<file path="config.mk">
export PLATFORM = sky130hd
export DESIGN_NAME = timed_entry_table
export DESIGN_NICKNAME = d
export VERILOG_FILES = /design/src/hw/rtl/tet_pkg.sv /design/src/hw/rtl/tet_ram.sv /design/src/hw/rtl/tet_cmp.sv /design/src/hw/rtl/timed_entry_table.sv
export SDC_FILE = /design/constraint.sdc
export NUM_CORES = 1
export LEC_CHECK = 0
export ABC_AREA = 1
export BUFFER_PORTS_ARGS = -buffer_cell sky130_fd_sc_hd__buf_4
export CAP_MARGIN = 20
export CORE_ASPECT_RATIO = 1.4
export CORE_MARGIN = 2
export CORE_UTILIZATION = 56
export DETAILED_ROUTE_END_ITERATION = 6
export GPL_TIMING_DRIVEN = 0
export PLACE_DENSITY_LB_ADDON = 0.12
export REMOVE_ABC_BUFFERS = 1
export SLEW_MARGIN = 20
export SYNTH_ARGS = -nofsm -noshare
export SYNTH_HDL_FRONTEND = slang
export SYNTH_SLANG_ARGS = --single-unit
</file>
<file path="constraint.sdc">
create_clock -name i_clk -period 5.6 [get_ports i_clk]
set_input_delay 1.12 -clock i_clk [delete_from_list [all_inputs] [get_ports i_clk]]
set_output_delay 1.12 -clock i_clk [all_outputs]
set_load 0.02 [all_outputs]
</file>
<file path="src/hw/rtl/tet_pkg.sv">
`timescale 1ns / 1ps
`default_nettype none

package tet_pkg;

    localparam int MAX_ENTRIES_DEF = 16;
    localparam int ID_BITS_DEF     = 16;

    localparam int ACTION_W = 2;
    localparam int KIND_W   = 2;
    localparam int IN_ID_W  = 16;
    localparam int TIME_W   = 32;
    localparam int COUNT_W  = 5;
    localparam int CFG_W    = 32;
    localparam int CFG_IDX_W = 2;

    localparam logic [TIME_W-1:0] SIGHT_TIMEOUT_RST    = 32'd120;
    localparam logic [TIME_W-1:0] HEARING_TIMEOUT_RST  = 32'd300;
    localparam logic [TIME_W-1:0] ATTACKED_TIMEOUT_RST = 32'd180;

    // Configuration register indexes.
    localparam logic [CFG_IDX_W-1:0] CFG_SIGHT    = 2'd0;
    localparam logic [CFG_IDX_W-1:0] CFG_HEARING  = 2'd1;
    localparam logic [CFG_IDX_W-1:0] CFG_ATTACKED = 2'd2;

    // Entry kinds; the fourth code is never stored.
    localparam logic [KIND_W-1:0] KIND_SIGHT    = 2'd0;
    localparam logic [KIND_W-1:0] KIND_HEARING  = 2'd1;
    localparam logic [KIND_W-1:0] KIND_ATTACKED = 2'd2;
    localparam logic [KIND_W-1:0] KIND_UNUSED   = 2'd3;

    typedef enum logic [ACTION_W-1:0] {
        ACT_REGISTER = 2'd0,
        ACT_TICK     = 2'd1,
        ACT_REMOVE   = 2'd2,
        ACT_NOP      = 2'd3
    } t_action;

    typedef enum logic [1:0] {
        S_IDLE = 2'd0,
        S_SCAN = 2'd1,
        S_DONE = 2'd2
    } t_state;

    typedef struct packed {
        t_action             action;
        logic [KIND_W-1:0]   sense_kind;
        logic [IN_ID_W-1:0]  target_id;
        logic [TIME_W-1:0]   now;
    } t_req;

    typedef struct packed {
        logic                success;
        logic                table_full;
        logic [COUNT_W-1:0]  expired_count;
        logic [COUNT_W-1:0]  occupied;
    } t_rsp;

    // Result of comparing one stored entry against the request.
    typedef struct packed {
        logic id_eq;
        logic key_eq;
        logic aged;
    } t_cmp;

endpackage

`default_nettype wire

</file>
<file path="src/hw/rtl/tet_ram.sv">
`timescale 1ns / 1ps
`default_nettype none

module tet_ram #(
    parameter int WIDTH = 8,
    parameter int DEPTH = 16
) (
    input  wire logic                                     i_clk,
    input  wire logic                                     i_we,
    input  wire logic [(DEPTH > 1 ? $clog2(DEPTH) : 1)-1:0] i_waddr,
    input  wire logic [WIDTH-1:0]                         i_wdata,
    input  wire logic [(DEPTH > 1 ? $clog2(DEPTH) : 1)-1:0] i_raddr,
    output logic      [WIDTH-1:0]                         o_rdata
);

    logic [WIDTH-1:0] r_mem [DEPTH];

    always_ff @(posedge i_clk) begin
        if (i_we) begin
            r_mem[i_waddr] <= i_wdata;
        end
        o_rdata <= r_mem[i_raddr];
    end

endmodule

`default_nettype wire

</file>
<file path="src/hw/rtl/tet_cmp.sv">
`timescale 1ns / 1ps
`default_nettype none

module tet_cmp #(
    parameter int ID_BITS = tet_pkg::ID_BITS_DEF
) (
    input  wire logic [tet_pkg::KIND_W-1:0] i_ent_kind,
    input  wire logic [ID_BITS-1:0]         i_ent_id,
    input  wire logic [tet_pkg::TIME_W-1:0] i_ent_time,
    input  wire logic [tet_pkg::KIND_W-1:0] i_req_kind,
    input  wire logic [ID_BITS-1:0]         i_req_id,
    input  wire logic [tet_pkg::TIME_W-1:0] i_now,
    input  wire logic [tet_pkg::TIME_W-1:0] i_sight_to,
    input  wire logic [tet_pkg::TIME_W-1:0] i_hearing_to,
    input  wire logic [tet_pkg::TIME_W-1:0] i_attacked_to,
    output tet_pkg::t_cmp                   o_cmp
);

    logic [tet_pkg::TIME_W-1:0] age;
    logic [tet_pkg::TIME_W-1:0] limit;

    always_comb begin
        case (i_ent_kind)
            tet_pkg::KIND_SIGHT:   limit = i_sight_to;
            tet_pkg::KIND_HEARING: limit = i_hearing_to;
            default:               limit = i_attacked_to;
        endcase
        // Age wraps modulo 2^32, so an old entry still ages out across a time rollover.
        age          = i_now - i_ent_time;
        o_cmp.id_eq  = (i_ent_id == i_req_id);
        o_cmp.key_eq = (i_ent_id == i_req_id) && (i_ent_kind == i_req_kind);
        o_cmp.aged   = (age >= limit);
    end

endmodule

`default_nettype wire

</file>
<file path="src/hw/rtl/timed_entry_table.sv">
`timescale 1ns / 1ps
`default_nettype none

// Table of MAX_ENTRIES timed entries keyed by kind and ID. Each request walks
// every entry through one compare unit, one entry per cycle out of the entry
// RAM. A request passes three states in order: S_IDLE accepts it, S_SCAN
// streams the RAM through the compare unit, and S_DONE writes back and loads
// the response, holding while an earlier response is still not taken. The
// response sits in an output register, so a new request is taken while an
// earlier response still waits. Valid bits live in flip-flops and are cleared
// by reset, so the table is usable right after reset.
module timed_entry_table #(
    parameter int MAX_ENTRIES = tet_pkg::MAX_ENTRIES_DEF,
    parameter int ID_BITS     = tet_pkg::ID_BITS_DEF
) (
    input  wire logic                              i_clk,
    input  wire logic                              i_rst_n,
    input  wire logic                              i_cfg_we,
    input  wire logic [tet_pkg::CFG_IDX_W-1:0]     i_cfg_addr,
    input  wire logic [tet_pkg::CFG_W-1:0]         i_cfg_wdata,
    input  wire logic                              i_in_valid,
    output logic                                   o_in_ready,
    input  wire tet_pkg::t_req                     i_in_data,
    output logic                                   o_out_valid,
    input  wire logic                              i_out_ready,
    output tet_pkg::t_rsp                          o_out_data
);

    localparam int IDX_W   = (MAX_ENTRIES > 1) ? $clog2(MAX_ENTRIES) : 1;
    localparam int CNT_W   = $clog2(MAX_ENTRIES + 1);
    localparam int ENTRY_W = tet_pkg::KIND_W + ID_BITS + tet_pkg::TIME_W;

    tet_pkg::t_state r_state, n_state;
    tet_pkg::t_req   r_req,   n_req;
    tet_pkg::t_rsp   r_out,   n_out;
    logic            r_out_vld, n_out_vld;

    logic [tet_pkg::TIME_W-1:0] r_sight_to, r_hearing_to, r_attacked_to;

    logic [MAX_ENTRIES-1:0] r_valid, n_valid;
    logic [CNT_W-1:0]       r_count, n_count;
    logic [CNT_W-1:0]       r_scan, n_scan;
    logic                   r_rd_pend, n_rd_pend;
    logic [IDX_W-1:0]       r_rd_idx, n_rd_idx;
    logic                   r_dup, n_dup;
    logic                   r_free_found, n_free_found;
    logic [IDX_W-1:0]       r_free_idx, n_free_idx;
    logic                   r_found, n_found;
    logic [CNT_W-1:0]       r_expired, n_expired;

    logic                   ram_we;
    logic [ENTRY_W-1:0]     ram_wdata;
    logic [ENTRY_W-1:0]     ram_rdata;
    logic [ID_BITS-1:0]     req_id;
    logic                   hit_vld;
    logic                   reg_ok;
    tet_pkg::t_cmp          cmp;

    assign req_id    = ID_BITS'(r_req.target_id);
    assign ram_wdata = {r_req.sense_kind, req_id, r_req.now};
    assign hit_vld   = r_rd_pend && r_valid[r_rd_idx];
    assign reg_ok    = (r_req.sense_kind != tet_pkg::KIND_UNUSED) && !r_dup;

    tet_ram #(
        .WIDTH (ENTRY_W),
        .DEPTH (MAX_ENTRIES)
    ) u_ram (
        .i_clk   (i_clk),
        .i_we    (ram_we),
        .i_waddr (r_free_idx),
        .i_wdata (ram_wdata),
        .i_raddr (r_scan[IDX_W-1:0]),
        .o_rdata (ram_rdata)
    );

    tet_cmp #(
        .ID_BITS (ID_BITS)
    ) u_cmp (
        .i_ent_kind    (ram_rdata[ENTRY_W-1 -: tet_pkg::KIND_W]),
        .i_ent_id      (ram_rdata[tet_pkg::TIME_W +: ID_BITS]),
        .i_ent_time    (ram_rdata[tet_pkg::TIME_W-1:0]),
        .i_req_kind    (r_req.sense_kind),
        .i_req_id      (req_id),
        .i_now         (r_req.now),
        .i_sight_to    (r_sight_to),
        .i_hearing_to  (r_hearing_to),
        .i_attacked_to (r_attacked_to),
        .o_cmp         (cmp)
    );

    // Timeout registers.
    always_ff @(posedge i_clk) begin
        if (!i_rst_n) begin
            r_sight_to    <= tet_pkg::SIGHT_TIMEOUT_RST;
            r_hearing_to  <= tet_pkg::HEARING_TIMEOUT_RST;
            r_attacked_to <= tet_pkg::ATTACKED_TIMEOUT_RST;
        end else if (i_cfg_we) begin
            case (i_cfg_addr)
                tet_pkg::CFG_SIGHT:    r_sight_to    <= i_cfg_wdata;
                tet_pkg::CFG_HEARING:  r_hearing_to  <= i_cfg_wdata;
                tet_pkg::CFG_ATTACKED: r_attacked_to <= i_cfg_wdata;
                default: ;
            endcase
        end
    end

    always_ff @(posedge i_clk) begin
        if (!i_rst_n) begin
            r_state   <= tet_pkg::S_IDLE;
            r_valid   <= '0;
            r_count   <= '0;
            r_out_vld <= 1'b0;
            r_rd_pend <= 1'b0;
        end else begin
            r_state   <= n_state;
            r_valid   <= n_valid;
            r_count   <= n_count;
            r_out_vld <= n_out_vld;
            r_rd_pend <= n_rd_pend;
        end
    end

    always_ff @(posedge i_clk) begin
        r_req        <= n_req;
        r_out        <= n_out;
        r_scan       <= n_scan;
        r_rd_idx     <= n_rd_idx;
        r_dup        <= n_dup;
        r_free_found <= n_free_found;
        r_free_idx   <= n_free_idx;
        r_found      <= n_found;
        r_expired    <= n_expired;
    end

    always_comb begin
        n_state      = r_state;
        n_req        = r_req;
        n_out        = r_out;
        n_out_vld    = r_out_vld;
        n_valid      = r_valid;
        n_count      = r_count;
        n_scan       = r_scan;
        n_rd_pend    = 1'b0;
        n_rd_idx     = r_rd_idx;
        n_dup        = r_dup;
        n_free_found = r_free_found;
        n_free_idx   = r_free_idx;
        n_found      = r_found;
        n_expired    = r_expired;
        ram_we       = 1'b0;
        o_in_ready   = 1'b0;

        if (r_out_vld && i_out_ready) begin
            n_out_vld = 1'b0;
        end

        case (r_state)
            tet_pkg::S_IDLE: begin
                o_in_ready = 1'b1;
                if (i_in_valid) begin
                    n_req        = i_in_data;
                    n_scan       = '0;
                    n_dup        = 1'b0;
                    n_free_found = 1'b0;
                    n_found      = 1'b0;
                    n_expired    = '0;
                    n_state      = tet_pkg::S_SCAN;
                end
            end

            tet_pkg::S_SCAN: begin
                // Issue the next RAM read; the entry read last cycle is compared now.
                if (r_scan != CNT_W'(MAX_ENTRIES)) begin
                    n_rd_pend = 1'b1;
                    n_rd_idx  = r_scan[IDX_W-1:0];
                    n_scan    = r_scan + 1'b1;
                end else begin
                    n_state = tet_pkg::S_DONE;
                end

                case (r_req.action)
                    tet_pkg::ACT_REGISTER: begin
                        // The highest free index wins since the walk is ascending.
                        if (r_rd_pend && !r_valid[r_rd_idx]) begin
                            n_free_found = 1'b1;
                            n_free_idx   = r_rd_idx;
                        end
                        if (hit_vld && cmp.key_eq) begin
                            n_dup = 1'b1;
                        end
                    end
                    tet_pkg::ACT_TICK: begin
                        if (hit_vld && cmp.aged) begin
                            n_valid[r_rd_idx] = 1'b0;
                            n_count           = r_count - 1'b1;
                            n_expired         = r_expired + 1'b1;
                        end
                    end
                    tet_pkg::ACT_REMOVE: begin
                        if (hit_vld && cmp.id_eq && !r_found) begin
                            n_valid[r_rd_idx] = 1'b0;
                            n_count           = r_count - 1'b1;
                            n_found           = 1'b1;
                        end
                    end
                    default: ;
                endcase
            end

            tet_pkg::S_DONE: begin
                if (!r_out_vld || i_out_ready) begin
                    n_out_vld = 1'b1;
                    n_out     = '0;
                    case (r_req.action)
                        tet_pkg::ACT_REGISTER: begin
                            if (reg_ok && r_free_found) begin
                                ram_we                = 1'b1;
                                n_valid[r_free_idx]   = 1'b1;
                                n_count               = r_count + 1'b1;
                                n_out.success         = 1'b1;
                            end
                            n_out.table_full = reg_ok && !r_free_found;
                        end
                        tet_pkg::ACT_TICK: begin
                            n_out.success       = 1'b1;
                            n_out.expired_count = tet_pkg::COUNT_W'(r_expired);
                        end
                        tet_pkg::ACT_REMOVE: begin
                            n_out.success = r_found;
                        end
                        default: ;
                    endcase
                    n_out.occupied = tet_pkg::COUNT_W'(n_count);
                    n_state        = tet_pkg::S_IDLE;
                end
            end

            default: begin
                n_state = tet_pkg::S_IDLE;
            end
        endcase
    end

    assign o_out_valid = r_out_vld;
    assign o_out_data  = r_out;

endmodule

`default_nettype wire
</file>
==> run metrics <==
DP HPWL=70.29 mm; Final Setup Violations=0; fill cell count=approximately 5,600; Hold Fails Final Rpt=0; synth warn=0; DRC viols=0; ratio of cells with drive above 1 in the final layout=approximately a tenth; drt total wl=114.0 mm; clk_lat worst skew=0.67 ns; Leak Pwr=around 0.018 uW; Max Root-Sink Buffers=3; outcome=finished clean; post-synthesis cell area=0.04305 mm^2; Avg Cell Area, Syn=11.60 um^2; Finished Layout Cells=4,874; Core Box Area=0.07627 mm^2; via count=29,940; Rel. slew slack=32.03%; Max H-tree Level=3; Post-synth ARST share=0%; grt peak-use layer=met2; initial antenna violation count=0; met2 Use GR=between 40% and 50%; Seq/Total Area, Yosys=69.69%; critical path class=reg2reg; setup bufs post-CTS=0; Startpoint Class=flip-flop; Seq pwr share=46.0%; antenna diode count=0; Critical Path RT=6.17 ns; Post-synth EDFFs=885; initial DRC count=between 3,000 and 4,000; met1 global-route usage=37.89%; Layout Nets=just under 4,000; Die H=approximately 330 um; largest net degree at the start of global routing=145; cell row count=between 100 and 150; grt met3 use=4.147%; initial core utilization=56.44%; total global-route track usage=28.67%; power after layout=19,500 uW; Max Freq=approximately 200 MHz; Final ANT Viol Nets=0; placer congestion estimate=0.9376; Hold Path Class=reg2reg; Worst VDD drop=about 0.23 mV; Logic pwr share=18.3%; first-pass GRT wire length=172.6 mm; CP Capture Type=flip-flop; Final Slew Violations=0; total iterations of the first detailed-routing run=6; CTS root buf=clkbuf_16; clock share of power=between 30% and 40%; DR vias/cell=6.143; CTS buffer count=97; worst clock skew=slightly below 0.03 ns; # hold bufs at CTS=0; RSZ-0062 raised after global routing=false; CTS sink count=roughly 1,100; Inst Count DP=4,691; post-CTS sizing=0; Worst EP arrival=5.58 ns; full die area=0.07914 mm^2; Reg clk slew, reported paths=0.07 ns; Area growth, synth to finish=15.81%; Primary FF master, synth=edfxtp_1; Synth cell types=43; sw power=5477 uW; hold depth=2; Sw Ratio=28.08%; worst setup path startpoint=r_req[0]; DR WL/cell=23.38 um; Worst Tran Pin Value=1.020 ns; cells after synthesis=3,712; Synth Register Bits=1,056; pwr dens=391.2 mW/mm^2; GRT overflow=0; fin crit share=89.48%; number of global-route vias before repair=approximately 30,000; die width=around 240 um; num ports=about 110; worst-case reg-to-reg path depth=25; flop2flop setup slack=0.59 ns; CTS tree=done; r2r startpoint=r_req[0]; P_int=14,030 uW; # port buffers=104; Max Cap Viol=0; FF-to-FF End=r_valid[13]; Worst Setup EP=r_valid[13]; final worst path period need=5.011 ns; crit path max fanout=34
==> through the flow <==
stage / setup slack [ns] / TNS (ns) / utilization, % / hold slack [ns] / area [um^2]
after global placement: -30.48 / -4370.76 / 57.99 / 0.4396 / 44230
after global routing: 0.2177 / 0 / 65.36 / 0.4921 / 49850
after floorplan: -11.38 / -722.58 / - / 0.4292 / 42230
after CTS: 0.6818 / 0 / 65.36 / 0.4708 / 49850
after detailed placement: 0.6830 / 0 / 60.95 / 0.4523 / 46490
final: 0.5891 / 0 / 65.36 / 0.4669 / 49850
==> synthesized netlist by cell type (2+ instances only) <==
master | number | area share, %
edfxtp_1 | 885 | 62
nor2_1 | 699 | 6.1
o21ai_0 | 518 | 6.0
nand2_1 | 392 | 3.4
clkbuf_1 | 182 | 1.6
dfxtp_1 | 171 | 8.0
inv_1 | 170 | 1.5
o22ai_1 | 154 | 2.2
nand3_1 | 117 | 1.4
o221ai_1 | 81 | 1.6
ha_1 | 72 | 2.1
a21oi_1 | 56 | 0.65
o21bai_1 | 36 | 0.63
xor2_1 | 36 | 0.73
o211ai_1 | 22 | 0.38
a22oi_1 | 15 | 0.26
xnor2_1 | 14 | 0.28
buf_1 | 12 | 0.10
buf_2 | 11 | 0.13
o21a_1 | 9 | 0.16
a21o_1 | 8 | 0.14
nand4_1 | 8 | 0.12
nor3_1 | 8 | 0.093
nand2_2 | 4 | 0.058
a21boi_0 | 3 | 0.052
buf_6 | 3 | 0.078
inv_2 | 3 | 0.026
nor2_2 | 3 | 0.044
nor4_1 | 3 | 0.044
a221oi_1 | 2 | 0.041
clkinv_1 | 2 | 0.017
o21ai_1 | 2 | 0.023
==> layout by cell type, fill, tap and decap left out, drive strengths merged, types with 22 or more instances in the layout <==
cell type,Yosys,layout
nor2,703,703
nand3,119,119
buf,26,211
dfxtp,171,171
o21bai,36,36
xor2,36,36
o22ai,154,154
edfxtp,885,885
o221ai,81,81
nand2,396,396
o21ai,520,520
a21oi,56,56
o211ai,22,22
clkinv,2,40
clkbuf,182,119
ha,72,72
inv,173,177
==> worst max-delay path, cell delays in order (launching register included) <==
cell	delay, ns
edfxtp_1	0.64
inv_1	0.15
ha_1	0.17
inv_1	0.07
fa_1	0.46
nand3_1	0.10
nand2_1	0.09
nand3_1	0.09
nand2_1	0.10
nand3_1	0.17
nand3_1	0.17
a21o_1	0.24
a21boi_0	0.28
xnor2_1	0.17
ha_1	0.30
nand2_1	0.04
nor2_1	0.13
nand2_1	0.09
a21oi_1	0.15
nor2_1	0.06
nand2_1	0.26
nand2_2	0.11
nand3_4	0.11
nand4_4	0.39
nor2_1	0.26
nor2_1	0.07
==> power by group through the flow <==
stage                     Clock (uW)  Sequential, uW  Combinational (uW)
after global routing            7330            9000                3980
final                           6960            8980                3570
after CTS                       7030            8970                3560
after detailed placement           0            9140                3540
after floorplan                    0            9150                2210
after global placement             0            9340                3170
==> cells by family after synthesis <==
| group | after synthesis | share of synthesized area [%] |
|---|---|---|
| xor+xnor | 50 | 1.017 |
| buf+inv | 383 | 3.424 |
| simple gates | 1240 | 11.41 |
| fa+ha+maj | 73 | 2.139 |
| compound gates | 910 | 12.32 |
| flops | 1056 | 69.69 |
==> metal layers <==
layer / up-vias / wire length [um]
met3: 277 / 8440
met5: - / 0
li1: 13490 / -
met2: 1353 / 55260
met1: 14820 / 45540
met4: 0 / 4707
==> registers in the layout, indices dropped and copies added, names as in the netlist, 12 cells and up <==
name	cells
o_out_data	12
r_attacked_to	32
r_hearing_to	32
r_req	36
r_sight_to	32
r_valid	16
req_id	16
u_ram.o_rdata	50
u_ram.r_mem	800
==> how the worst min path moves through the flow <==
stage,start,to,slack (ns)
6_report,r_attacked_to[4],r_attacked_to[4],0.47
5_1_grt,r_attacked_to[2],r_attacked_to[2],0.49
4_1_cts,r_attacked_to[4],r_attacked_to[4],0.47
3_5_place_dp,r_attacked_to[4],r_attacked_to[4],0.45
3_3_place_gp,r_attacked_to[7],r_attacked_to[7],0.44
2_1_floorplan,r_attacked_to[2],r_attacked_to[2],0.43
==> cell type report <==
| class | instances | area, um^2 | area share [%] |
|---|---|---|---|
| inverters | 175 | 684.4 | 1.373 |
| repair buffers | 211 | 2865 | 5.747 |
| clock buffers | 119 | 2591 | 5.198 |
| well taps | 976 | 1221 | 2.450 |
| flip-flops and latches | 1056 | 30000 | 60.17 |
| clock inverters | 64 | 769.5 | 1.544 |
| multi-input cells | 2273 | 11720 | 23.51 |
Note: power is estimated with default switching activity, not from simulation.
